--- src/sv/lispbs_pkg.sv ---
// ----------------------------------------------------------------------------
// lispbs_pkg
// Shared types for the longest increasing subsequence block: the command word
// from the controller to the datapath, the status word that goes back, and
// the fixed width of the run length field.
// ----------------------------------------------------------------------------
package lispbs_pkg;

  // The run length field has a fixed width of 7 bits, which covers 1..64.
  localparam int RUN_LEN_W = 7;

  // These are the commands from the controller. Each one is a strobe that is
  // valid for one cycle.
  typedef struct packed {
    logic take;           // capture the input word
    logic store;          // store the element and start the search
    logic set_ovf;        // drop the element and flag the overflow
    logic srch_rd;        // read tail_value at the search midpoint
    logic srch_upd;       // narrow the search bounds
    logic chk_rd;         // read the tail entry at lo and the position at lo-1
    logic tbl_upd;        // update the tail table and the predecessor link
    logic walk_start;     // read the end of the longest run
    logic cur_from_tp;    // load the walk cursor from tail_position
    logic walk_step;      // record the cursor in the chain and read its link
    logic cur_from_pred;  // load the walk cursor from predecessor
    logic emit_rd_chain;  // read the chain entry k
    logic emit_rd_elem;   // read the stored element for that entry
    logic emit_next;      // advance to the next result
    logic clear;          // end of sequence: clear the count, length and flag
  } cmd_t;

  // This is the status returned by the datapath.
  typedef struct packed {
    logic full;       // the element store is at capacity
    logic final_q;    // the captured word is the final element
    logic lo_lt_hi;   // the binary search is still open
    logic best_zero;  // no run recorded
    logic k_one;      // the walk is at its last step
    logic k_last;     // the current result is the final one
  } sts_t;

endpackage

--- src/sv/lispbs_ctrl.sv ---
// ----------------------------------------------------------------------------
// lispbs_ctrl
// This is the sequencer of the LIS block. It takes one word at a time and
// steps the datapath through the binary search and the table update. After
// the final element it steps the datapath through the chain walk and the
// emission of the results.
// ----------------------------------------------------------------------------
module lispbs_ctrl (
  input  logic              clk,
  input  logic              rst,
  input  logic              in_valid,
  output logic              in_stall,
  output logic              out_valid,
  input  logic              out_stall,
  input  lispbs_pkg::sts_t  sts,
  output lispbs_pkg::cmd_t  cmd
);
  import lispbs_pkg::*;

  localparam logic [3:0] S_IDLE  = 4'd0;
  localparam logic [3:0] S_ADMIT = 4'd1;
  localparam logic [3:0] S_SRCH  = 4'd2;
  localparam logic [3:0] S_CMP   = 4'd3;
  localparam logic [3:0] S_UPD   = 4'd4;
  localparam logic [3:0] S_WALK0 = 4'd5;
  localparam logic [3:0] S_WALK1 = 4'd6;
  localparam logic [3:0] S_WALK2 = 4'd7;
  localparam logic [3:0] S_WALK3 = 4'd8;
  localparam logic [3:0] S_EMIT0 = 4'd9;
  localparam logic [3:0] S_EMIT1 = 4'd10;
  localparam logic [3:0] S_EMIT2 = 4'd11;

  logic [3:0] state;
  logic [3:0] state_next;

  // The state register.
  always_ff @(posedge clk) begin
    if (rst) begin
      state <= S_IDLE;
    end else begin
      state <= state_next;
    end
  end

  assign in_stall  = (state != S_IDLE);
  assign out_valid = (state == S_EMIT2);

  // The next state and the command decode.
  always_comb begin
    state_next = state;
    cmd        = '0;
    unique case (state)
      S_IDLE: begin
        if (in_valid) begin
          cmd.take   = 1'b1;
          state_next = S_ADMIT;
        end
      end
      S_ADMIT: begin
        if (sts.full) begin
          cmd.set_ovf = 1'b1;
          state_next  = sts.final_q ? S_WALK0 : S_IDLE;
        end else begin
          cmd.store  = 1'b1;
          state_next = S_SRCH;
        end
      end
      S_SRCH: begin
        if (sts.lo_lt_hi) begin
          cmd.srch_rd = 1'b1;
          state_next  = S_CMP;
        end else begin
          cmd.chk_rd = 1'b1;
          state_next = S_UPD;
        end
      end
      S_CMP: begin
        cmd.srch_upd = 1'b1;
        state_next   = S_SRCH;
      end
      S_UPD: begin
        cmd.tbl_upd = 1'b1;
        state_next  = sts.final_q ? S_WALK0 : S_IDLE;
      end
      S_WALK0: begin
        if (sts.best_zero) begin
          cmd.clear  = 1'b1;
          state_next = S_IDLE;
        end else begin
          cmd.walk_start = 1'b1;
          state_next     = S_WALK1;
        end
      end
      S_WALK1: begin
        cmd.cur_from_tp = 1'b1;
        state_next      = S_WALK2;
      end
      S_WALK2: begin
        cmd.walk_step = 1'b1;
        state_next    = sts.k_one ? S_EMIT0 : S_WALK3;
      end
      S_WALK3: begin
        cmd.cur_from_pred = 1'b1;
        state_next        = S_WALK2;
      end
      S_EMIT0: begin
        cmd.emit_rd_chain = 1'b1;
        state_next        = S_EMIT1;
      end
      S_EMIT1: begin
        cmd.emit_rd_elem = 1'b1;
        state_next       = S_EMIT2;
      end
      S_EMIT2: begin
        if (!out_stall) begin
          cmd.emit_next = 1'b1;
          if (sts.k_last) begin
            cmd.clear  = 1'b1;
            state_next = S_IDLE;
          end else begin
            state_next = S_EMIT0;
          end
        end
      end
      default: begin
        state_next = S_IDLE;
      end
    endcase
  end

endmodule

--- config.mk ---
export PLATFORM = sky130hd
export DESIGN_NAME = lispbs_ctrl
export DESIGN_NICKNAME = d
export VERILOG_FILES = /design/src/sv/lispbs_pkg.sv /design/src/sv/lispbs_ctrl.sv
export SDC_FILE = /design/constraint.sdc
export NUM_CORES = 1
export LEC_CHECK = 0
export BUFFER_PORTS_ARGS = -buffer_cell sky130_fd_sc_hd__buf_2
export CAP_MARGIN = 20
export CORE_AREA = 2 2 39 41
export DETAILED_ROUTE_END_ITERATION = 8
export DIE_AREA = 0 0 41 43
export GPL_TIMING_DRIVEN = 1
export PLACE_DENSITY_LB_ADDON = 0.1
export SYNTH_ARGS = -nofsm -noshare
export SYNTH_HDL_FRONTEND = slang
export SYNTH_SLANG_ARGS = --single-unit
--- constraint.sdc ---
create_clock -name clk -period 1.9 [get_ports clk]
set_input_delay 0.19 -clock clk [delete_from_list [all_inputs] [get_ports clk]]
set_output_delay 0.19 -clock clk [all_outputs]
set_load 0.005 [all_outputs]
==> results by group, run 1 <==
Worst hold path
  – Cells on Worst Hold Path: 2
  – Type of the worst min-delay path: in2reg

Timing
  – Final setup violation count: 0
  – Minimum period implied by the final worst setup slack: between 1.5 and 2 ns
  – Worst Clk Skew: approximately 0.0016 ns
  – Unrepaired setup endpoints after global routing: no
  – Worst relative slew slack: about 75%
  – Number of max-slew violations in the final report: 0
  – FMAX: just under 600 MHz
  – Final critical-path share of the clock period: between 80 and 90%
  – Least-Margin Pin Slew: 0.378 ns
  – Aggregate negative setup slack: 0 ns
  – Post-Route Hold Slack: ~0.14 ns
  – Number of endpoints with negative hold slack in the final report: 0

Critical path
  – Worst reg2reg path depth: 5
  – Worst-path fanout max: 9
  – Critical path startpoint: state[0]
  – Capture point of the worst path: cmd[9]
  – List of cells traversed by the critical path: buf_4 -> or4_1 -> inv_1 -> buf_2
  – Reg2reg setup slack: 0.39 ns
  – Type of the setup path with the least slack: reg2out
  – Terminus of the critical flop-to-flop path: state[3]
  – Largest stage delay on the critical path: between 0.5 and 0.6 ns
  – Category of the worst setup path capture point: output port
  – WP data arrival: 1.52 ns
  – Family of cells with the greatest summed delay on the critical path: simple AND/OR/NAND/NOR gates
  – Origin of the critical flop-to-flop path: state[0]
  – Critical path launch point type: flop
  – Critical-path top delay cell: sky130_fd_sc_hd__or4_1
  – Total number of cells along the worst setup path: 4
  – Required @ worst endpoint: approximately 1.7 ns
  – Buffers and inverters on the worst path: 3

Synthesis
  – Synthesized netlist cell count: 69
  – Leading register cell type out of synthesis: sky130_fd_sc_hd__dfxtp_1
  – Mean instance size in the synthesized netlist: approximately 6.8 µm²
  – Synthesized flop and latch total: 4
  – Number of distinct library cell variants in the gate-level netlist after synthesis: 35
  – YS warnings: 0
  – Synthesized area: 468 µm²
  – Net count after synthesis: 79
  – Synth async-reset ratio: 0%
  – Proportion of synthesized chip area in sequential cells: around 17%
  – Number of flops mapped to enable cells by yosys: 0

Global routing
  – Total routing resource utilization after global routing: approximately 16%
  – Largest net degree at the start of global routing: 20
  – Sum of overflow across all layers after global routing: 0
  – First-pass GRT wire length: ~2000 µm
  – Number of global-route vias before repair: approximately 500
  – Number of antenna violations at the first check in global routing: 0

Clocking
  – Root Buffer: sky130_fd_sc_hd__clkbuf_4
  – Cts bufs inserted: 3
  – Maximum level of the CTS H-tree: 1
  – Total of hold buffers inserted after clock tree synthesis: 0
  – Source-to-sink clock delay at the later pin of the worst-skew pair: 0.23 ns
  – CTS max path bufs: 2
  – Postcts setup bufs: 0
  – Clock tree from TritonCTS: done
  – Clock transition at the register clock pins on the worst setup and hold paths after CTS: 0.04 ns
  – Number of sinks on the clock net: 4

Power
  – Total power: 0.374 mW
  – Clock share of power: 27.7%
  – Share of total power consumed by net switching: between 30% and 40%
  – Int Pwr: between 0.2 and 0.25 mW
  – Register share of total power: a little under a third
  – IR drop worst, VDD: approximately 0.00016 V
  – Share of total power in combinational logic: between 40% and 50%
  – Leakage power: approximately 0.33 nW
  – Switching power summed over all nets: roughly 0.13 mW
  – Pwr per Cell Area: between 500 and 600 nW/µm²

Floorplan
  – Number of ports placed on the die boundary: 27
  – Site row count: 14
  – Horizontal extent of the die: about 41 µm
  – Starting density of the core: between 30% and 40%
  – Area of the core: around 1400 µm²
  – Die area: between 1500 and 2000 µm²
  – Die outline height: between 40 and 50 µm

Finish
  – Number of diodes added for antenna fixing: 0
  – Register ranked first by flip-flop count: state
  – Non-filler instance count after layout: 113
  – Most frequent cells in the layout: sky130_fd_sc_hd__buf_2, sky130_fd_sc_hd__inv_1, sky130_fd_sc_hd__nor2_1
  – Layout overhead on the synthesized area: 38.5%
  – Leading cell type in the layout, fill and taps excluded: sky130_fd_sc_hd__buf_2
  – Leading registers by flop count: state: 4 flops
  – Number of flip-flops in the largest register: 4
  – Total number of nets in the final design: 109
  – Share of post-route cells with drive strength above 1: roughly two fifths

Placed design
  – Placer's final routability congestion estimate: about 0.87
  – I/O Buffers: 26
  – HPWL reported at the end of detailed placement: 1090 µm
  – Cell total after placement: between 100 and 150

Route
  – Vias/cell: between 5 and 6
  – Via count: between 500 and 600
  – DRC violation count after routing: 0
  – Number of DRC markers in iteration 0: 7
  – Average routed wire per standard cell: 12.0 µm
  – Post-Route WL: about 1400 µm
  – Antenna-violating nets left: 0
  – Drt pass-1 iters: 4

Run
  – Maximum Capacitance Violations: 0

Run status
  – Run status: completed
==> area by class of cell <==
cell class	instances	area (µm²)
Inverter	8	30.0
Timing Repair Buffer	31	168
Clock buffer	3	22.5
Multi-Input combinational cell	51	325
Fill cell	154	736
Tap cell	16	20.0
Sequential cell	4	82.6
==> per-layer routing <==
layer	GRT usage [%]	vias up	part of all wire, %
met5	0	-	0
met4	8.00	0	0.66
met3	0	2	3.0
met2	25.0	11	49
met1	22.2	276	47
li1	-	308	-
==> per-stage QoR <==
stage | util, % | setup WS [ns] | cell area, µm²
after floorplan | - | 0.466 | 468
after global placement | 45.0 | 0.296 | 623
after detailed placement | 45.0 | 0.306 | 623
after CTS | 46.7 | 0.0528 | 646
after global routing | 46.8 | 0.0989 | 648
final | 46.8 | 0.192 | 648
==> worst min-delay path by stage <==
stage	startpoint	to	slack [ns]
2_1_floorplan	rst	state[3]	0.25
6_report	rst	state[3]	0.14
4_1_cts	rst	state[3]	0.14
3_3_place_gp	rst	state[3]	0.39
5_1_grt	rst	state[3]	0.14
3_5_place_dp	rst	state[3]	0.39
==> kinds of logic (layout without fill, tap and decap cells) <==
group | after synthesis | after routing | share of synthesized area (%)
AND/OR/NAND/NOR | 33 | 33 | 40.6
flip-flops | 4 | 4 | 17.1
buffers and inverters | 14 | 42 | 13.4
AO/OA/AOI/OAI | 18 | 18 | 28.9
==> power groups by stage <==
stage | Clock, mW | Combinational, mW | Sequential (mW)
global placement | 0 | 0.154 | 0.119
CTS | 0.110 | 0.153 | 0.117
detailed placement | 0 | 0.153 | 0.118
finish | 0.104 | 0.152 | 0.118
floorplan | 0 | 0.107 | 0.102
global route | 0.114 | 0.167 | 0.121
==> Yosys cell counts, types with 2 or more instances <==
cell type                  n  share of area [%]
sky130_fd_sc_hd__clkbuf_1  2                1.6
sky130_fd_sc_hd__nor4_1    2                2.7
sky130_fd_sc_hd__buf_2     2                2.1
sky130_fd_sc_hd__or4_1     2                3.2
sky130_fd_sc_hd__nor2_1    7                5.6
sky130_fd_sc_hd__nand2b_1  4                5.3
sky130_fd_sc_hd__dfxtp_1   4                 17
sky130_fd_sc_hd__nand2_1   5                4.0
sky130_fd_sc_hd__inv_1     8                6.4
sky130_fd_sc_hd__nor3_1    5                5.3
sky130_fd_sc_hd__a21oi_1   3                3.2
sky130_fd_sc_hd__nor2b_1   2                2.7
==> worst register-to-register path, stage by stage, from the launching register on <==
cell	delay [ns]
sky130_fd_sc_hd__dfxtp_1	0.39
sky130_fd_sc_hd__buf_4	0.20
sky130_fd_sc_hd__or4_4	0.44
sky130_fd_sc_hd__o211a_1	0.22
sky130_fd_sc_hd__o31ai_1	0.07
sky130_fd_sc_hd__a21oi_2	0.07
==> repair_timing <==
item / CTS / global route
endpoints found under the hold margin: 0 / 0
gates resized for setup: 0 / 2
setup endpoints to repair: 0 / 2
Power figures use the tool's default switching activity.
==> run 2: changes to the inputs <==
Settings changed: CORE_AREA 2 2 39 41 to 3 3 40 42, DIE_AREA 0 0 41 43 to 0 0 43 45.
==> run 2 against run 1 <==
Sequential power rose by 5%. Worst hold slack improved by 0.0072 ns. Flip-flop and latch count unchanged. Clock skew up 0.00065 ns. Count of clock-buffer cells in the layout unchanged. Register-to-register slack worse by 0.04 ns.
==> results by group, run 2 (synthesized netlist as in run 1, its figures left out) <==
Floorplan
  – Area of the core: 1280 µm² (was 1380 µm²)
  – Die outline height: 45 µm (was 43 µm)
  – Site row count: 13 (was 14)
  – Starting density of the core: 36.4% (was 33.8%)
  – Die area: 1940 µm² (was 1760 µm²)
  – Number of ports placed on the die boundary: 27 (unchanged)
  – Horizontal extent of the die: 43 µm (was 41 µm)

Route
  – Number of DRC markers in iteration 0: 11 (was 7)
  – Average routed wire per standard cell: 13.1 µm (was 12.0 µm)
  – Post-Route WL: 1450 µm (was 1350 µm)
  – DRC violation count after routing: 0 (unchanged)
  – Via count: 611 (was 597)
  – Drt pass-1 iters: 3 (was 4)
  – Antenna-violating nets left: 0 (unchanged)
  – Vias/cell: 5.55 (was 5.28)

Finish
  – Most frequent cells in the layout: sky130_fd_sc_hd__buf_2, sky130_fd_sc_hd__inv_1, sky130_fd_sc_hd__nor2_1, sky130_fd_sc_hd__nor3_1, sky130_fd_sc_hd__nand2_1 (was sky130_fd_sc_hd__buf_2, sky130_fd_sc_hd__inv_1, sky130_fd_sc_hd__nor2_1)
  – Non-filler instance count after layout: 110 (was 113)
  – Layout overhead on the synthesized area: 35.0% (was 38.5%)
  – Register ranked first by flip-flop count: state (unchanged)
  – Fill cell count: 138 (was 154)
  – Number of diodes added for antenna fixing: 0 (unchanged)
  – Share of post-route cells with drive strength above 1: 38.9% (was 40.2%)
  – Number of flip-flops in the largest register: 4 (unchanged)
  – Total number of nets in the final design: 107 (was 109)
  – Leading cell type in the layout, fill and taps excluded: sky130_fd_sc_hd__buf_2 (unchanged)
  – Leading registers by flop count: state: 4 flops (unchanged)

Global routing
  – Sum of overflow across all layers after global routing: 0 (unchanged)
  – Largest net degree at the start of global routing: 17 (was 20)
  – Total routing resource utilization after global routing: 14.7% (was 16.2%)
  – Number of antenna violations at the first check in global routing: 0 (unchanged)
  – Number of global-route vias before repair: 499 (was 501)
  – First-pass GRT wire length: 2270 µm (was 2040 µm)

Placed design
  – I/O Buffers: 26 (unchanged)
  – Cell total after placement: 107 (was 110)
  – HPWL reported at the end of detailed placement: 1120 µm (was 1090 µm)
  – Placer's final routability congestion estimate: 0.818 (was 0.867)

Clocking
  – Clock tree from TritonCTS: done (unchanged)
  – Maximum level of the CTS H-tree: 1 (unchanged)
  – CTS max path bufs: 2 (unchanged)
  – Total of hold buffers inserted after clock tree synthesis: 0 (unchanged)
  – Cts bufs inserted: 3 (unchanged)
  – Number of sinks on the clock net: 4 (unchanged)
  – Root Buffer: sky130_fd_sc_hd__clkbuf_4 (unchanged)
  – Source-to-sink clock delay at the later pin of the worst-skew pair: 0.23 ns (about the same)
  – Clock transition at the register clock pins on the worst setup and hold paths after CTS: 0.04 ns (about the same)
  – Postcts setup bufs: 0 (unchanged)

Timing
  – Number of endpoints with negative hold slack in the final report: 0 (unchanged)
  – Minimum period implied by the final worst setup slack: 1.80 ns (was 1.71 ns)
  – Worst relative slew slack: 66.9% (was 74.8%)
  – Least-Margin Pin Slew: 0.496 ns (was 0.378 ns)
  – FMAX: 555 MHz (was 585 MHz)
  – Number of max-slew violations in the final report: 0 (unchanged)
  – Worst Clk Skew: 0.00222 ns (was 0.00157 ns)
  – Final setup violation count: 0 (unchanged)
  – Aggregate negative setup slack: 0 ns (unchanged)
  – Post-Route Hold Slack: 0.151 ns (was 0.144 ns)
  – Unrepaired setup endpoints after global routing: no (unchanged)
  – Final critical-path share of the clock period: 94.9% (was 89.9%)

Power
  – Register share of total power: 34.3% (was 31.6%)
  – Share of total power in combinational logic: 37.2% (was 40.7%)
  – Switching power summed over all nets: 0.126 mW (was 0.130 mW)
  – Int Pwr: 0.234 mW (was 0.244 mW)
  – Share of total power consumed by net switching: 35.0% (was 34.7%)
  – Leakage power: 0.317 nW (was 0.326 nW)
  – IR drop worst, VDD: 0.000234 V (was 0.000158 V)
  – Clock share of power: 28.5% (was 27.7%)
  – Pwr per Cell Area: 571 nW/µm² (was 577 nW/µm²)

Run
  – Maximum Capacitance Violations: 0 (unchanged)

Critical path
  – Worst-path fanout max: 14 (was 9)
  – Critical path launch point type: flop (unchanged)
  – WP data arrival: 1.61 ns (was 1.52 ns)
  – Type of the setup path with the least slack: reg2out (unchanged)
  – Required @ worst endpoint: 1.71 ns (about the same)
  – Category of the worst setup path capture point: output port (unchanged)

Worst hold path
  – Type of the worst min-delay path: in2reg (unchanged)

Run status
  – Run status: completed (unchanged)
==> run 2: worst max-delay path: stages (launching register included) <==
cell and delay (ns):
sky130_fd_sc_hd__dfxtp_1 0.45, sky130_fd_sc_hd__nand2b_1 0.30, sky130_fd_sc_hd__or4_1 0.46, sky130_fd_sc_hd__inv_1 0.06
sky130_fd_sc_hd__buf_2 0.10
==> run 2: timing repair <==
| item | in CTS | in global routing |
|---|---|---|
| pin swaps | 0 | 0 |
| endpoints found under the setup margin | 1 | 1 |
| gates resized for setup | 1 | 1 |
==> run 2: final timing paths <==
path,cells after the start,endpoint,startpoint,slack [ns]
max,4,cmd[9],state[3],0.1
min,2,state[3],rst,0.15
max reg2reg,4,state[3],state[3],0.35
min reg2reg,3,state[0],state[1],0.73
==> run 2: layer usage <==
layer	share of wire, %	wire, µm	GRT usage [%]	up-vias
li1	-	-	-	310
met1	50	723	21.3	277
met2	42	605	21.9	22
met3	7.1	102	1.59	2
met4	0.97	14	6.63	0
met5	0	0	0	-
==> run 2: power by group through the flow <==
stage / clock [mW] / sequential [mW] / combinational (mW)
after floorplan: 0 / 0.102 / 0.107
after global placement: 0 / 0.122 / 0.135
after detailed placement: 0 / 0.122 / 0.134
after CTS: 0.107 / 0.122 / 0.135
after global routing: 0.108 / 0.126 / 0.149
final: 0.103 / 0.124 / 0.134
==> run 2: stage by stage <==
stage	setup slack (ns)	power (mW)	util (%)	instance area (µm²)
after global placement	0.245	0.258	47.2	607
after CTS	0.0716	0.364	49.1	631
after detailed placement	0.207	0.256	47.2	607
after floorplan	0.466	0.208	-	468
after global routing	0.0330	0.384	49.2	632
final	0.0975	0.361	49.2	632
==> run 2: area by class of cell <==
class | instances | area, µm² | share of cell area [%]
clock buffers | 3 | 22.5 | 3.56
inverters | 8 | 30.0 | 4.75
multi-input cells | 51 | 325 | 51.5
flip-flops and latches | 4 | 82.6 | 13.1
well taps | 15 | 18.8 | 2.97
repair buffers | 29 | 153 | 24.2
==> run 3: changes to the inputs <==
Settings changed: SKIP_LAST_GASP set to 1.
Clock period 1.9 ns to 1.8 ns, I/O delays scaled along.
==> run 3 against run 2 <==
Clock power grew 12%. Worst setup slack better by 0.0072 ns. Wire length up 0.14%. Flip-flop and latch count stayed put. Clock skew is 0.0023 ns higher. First-iteration DRC count fell by 36%. Critical endpoint is now cmd[7].
==> results by group, run 3 (synthesized netlist as in run 1, its figures left out) <==
Finish
  – Number of flip-flops in the largest register: 4 (unchanged)
  – Most frequent cells in the layout: sky130_fd_sc_hd__buf_2, sky130_fd_sc_hd__inv_1, sky130_fd_sc_hd__nor2_1, sky130_fd_sc_hd__buf_4, sky130_fd_sc_hd__nand2_1 (was sky130_fd_sc_hd__buf_2, sky130_fd_sc_hd__inv_1, sky130_fd_sc_hd__nor2_1, sky130_fd_sc_hd__nor3_1, sky130_fd_sc_hd__nand2_1)
  – Leading cell type in the layout, fill and taps excluded: sky130_fd_sc_hd__buf_2 (unchanged)
  – Leading registers by flop count: state: 4 flops (unchanged)
  – Final Instance Area: 659 µm² (was 632 µm²)
  – Register ranked first by flip-flop count: state (unchanged)
  – Number of diodes added for antenna fixing: 0 (unchanged)
  – Fill cell count: 155 (was 138)
  – Total number of nets in the final design: 110 (was 107)
  – Layout overhead on the synthesized area: 40.9% (was 35.0%)
  – Share of post-route cells with drive strength above 1: 41.8% (was 38.9%)

Floorplan
  – Site row count: 13 (unchanged)
  – Starting density of the core: 36.4% (unchanged)
  – Horizontal extent of the die: 43 µm (unchanged)
  – Die area: 1940 µm² (unchanged)
  – Die outline height: 45 µm (unchanged)
  – Area of the core: 1280 µm² (unchanged)
  – Number of ports placed on the die boundary: 27 (unchanged)

Clocking
  – Postcts setup bufs: 0 (unchanged)
  – Source-to-sink clock delay at the later pin of the worst-skew pair: 0.24 ns (was 0.23 ns)
  – Maximum level of the CTS H-tree: 1 (unchanged)
  – CTS max path bufs: 2 (unchanged)
  – Clock transition at the register clock pins on the worst setup and hold paths after CTS: 0.04 ns (about the same)
  – Clock tree from TritonCTS: done (unchanged)
  – Root Buffer: sky130_fd_sc_hd__clkbuf_4 (unchanged)
  – Cts bufs inserted: 3 (unchanged)
  – Number of sinks on the clock net: 4 (unchanged)

Power
  – Leakage power: 0.333 nW (was 0.317 nW)
  – Total power: 0.400 mW (was 0.361 mW)
  – Pwr per Cell Area: 607 nW/µm² (was 571 nW/µm²)
  – IR drop worst, VDD: 0.000524 V (was 0.000234 V)

Route
  – DRC violation count after routing: 0 (unchanged)
  – Number of DRC markers in iteration 0: 7 (was 11)
  – Via count: 603 (was 611)
  – Drt pass-1 iters: 4 (was 3)
  – Vias/cell: 5.34 (was 5.55)
  – Average routed wire per standard cell: 12.8 µm (was 13.1 µm)
  – Post-Route WL: 1450 µm (about the same)
  – Antenna-violating nets left: 0 (unchanged)

Critical path
  – Family of cells with the greatest summed delay on the critical path: simple AND/OR/NAND/NOR gates (unchanged)
  – Worst reg2reg path depth: 4 (unchanged)
  – Critical path launch point type: flop (unchanged)
  – WP data arrival: 1.52 ns (was 1.61 ns)
  – Worst-path fanout max: 9 (was 14)
  – Buffers and inverters on the worst path: 3 (was 2)
  – Terminus of the critical flop-to-flop path: state[3] (unchanged)
  – Category of the worst setup path capture point: output port (unchanged)
  – Critical-path top delay cell: sky130_fd_sc_hd__or4_1 (unchanged)
  – Origin of the critical flop-to-flop path: state[3] (unchanged)
  – Required @ worst endpoint: 1.62 ns (was 1.71 ns)
  – Largest stage delay on the critical path: 0.56 ns (was 0.46 ns)
  – List of cells traversed by the critical path: buf_4 -> or4_1 -> inv_1 -> buf_2 (was nand2b_1 -> or4_1 -> inv_1 -> buf_2)
  – Reg2reg setup slack: 0.36 ns (was 0.35 ns)
  – Type of the setup path with the least slack: reg2out (unchanged)

Global routing
  – Number of global-route vias before repair: 539 (was 499)
  – Total routing resource utilization after global routing: 15.6% (was 14.7%)
  – Largest net degree at the start of global routing: 16 (was 17)
  – First-pass GRT wire length: 2330 µm (was 2270 µm)
  – Sum of overflow across all layers after global routing: 0 (unchanged)
  – Number of antenna violations at the first check in global routing: 0 (unchanged)

Worst hold path
  – Startpoint of the tightest hold check path: rst (unchanged)
  – Type of the worst min-delay path: in2reg (unchanged)
  – Cells on Worst Hold Path: 2 (unchanged)
  – Min-Delay Endpoint: state[3] (unchanged)

Run status
  – Run status: completed (unchanged)

Timing
  – Final setup violation count: 0 (unchanged)
  – Aggregate negative setup slack: 0 ns (unchanged)
  – Least-Margin Pin Slew: 0.419 ns (was 0.496 ns)
  – Post-Route Hold Slack: 0.135 ns (was 0.151 ns)
  – FMAX: around 590 MHz
  – Worst Clk Skew: 0.00451 ns (was 0.00222 ns)
  – Minimum period implied by the final worst setup slack: around 1.7 ns
  – Worst relative slew slack: 71.8% (was 66.9%)
  – Number of endpoints with negative hold slack in the final report: 0 (unchanged)
  – Final critical-path share of the clock period: between 90% and 100%
  – Number of max-slew violations in the final report: 0 (unchanged)
  – Unrepaired setup endpoints after global routing: no (unchanged)

Placed design
  – I/O Buffers: 26 (unchanged)
  – HPWL reported at the end of detailed placement: 1150 µm (was 1120 µm)
  – Placement-stage cell area: 629 µm² (was 607 µm²)
  – Placer's final routability congestion estimate: 0.755 (was 0.818)

Run
  – Maximum Capacitance Violations: 0 (unchanged)
run 3: worst max-delay path by stage:
stage,from,end,slack [ns],cells past startpoint
6_report,state[1],cmd[7],0.10,4
5_1_grt,state[0],cmd[13],0.02,3
3_3_place_gp,state[3],state[3],0.30,4
3_5_place_dp,state[3],state[3],0.28,4
4_1_cts,state[3],cmd[9],0.04,4
2_1_floorplan,state[1],state[3],0.37,5
run 3: what timing repair did:
action,CTS,global route
setup endpoints to repair,0,3
hold buffers,0,0
resized for setup,0,3
run 3: layer usage:
| metal | track usage (%) | up-vias | part of all wire (%) |
|---|---|---|---|
| met3 | 6.77 | 2 | 8.9 |
| met2 | 24.6 | 28 | 43 |
| met1 | 20.2 | 264 | 47 |
| li1 | - | 309 | - |
| met4 | 3.01 | 0 | 0.76 |
| met5 | 0 | - | 0 |
run 3: final cells by class:
type                    count  area [µm²]  area share [%]
multi-input cells          51         330            50.1
repair buffers             32         175            26.6
flip-flops and latches      4        82.6            12.5
inverters                   8        30.0            4.55
clock buffers               3        22.5            3.42
well taps                  15        18.8            2.85
run 3: power breakdown:
group / internal, mW / switching [mW]
Sequential: 0.0988 / 0.0172
Clock: 0.0748 / 0.0405
Combinational: 0.0822 / 0.0867
run 3: through the flow:
| stage | setup slack [ns] | std cells | util, % |
|---|---|---|---|
| after floorplan | 0.366 | 69 | - |
| after global placement | 0.301 | 110 | 49.0 |
| after detailed placement | 0.283 | 110 | 49.0 |
| after CTS | 0.0407 | 113 | 50.7 |
| after global routing | 0.0182 | 113 | 51.3 |
| final | 0.105 | 113 | 51.3 |
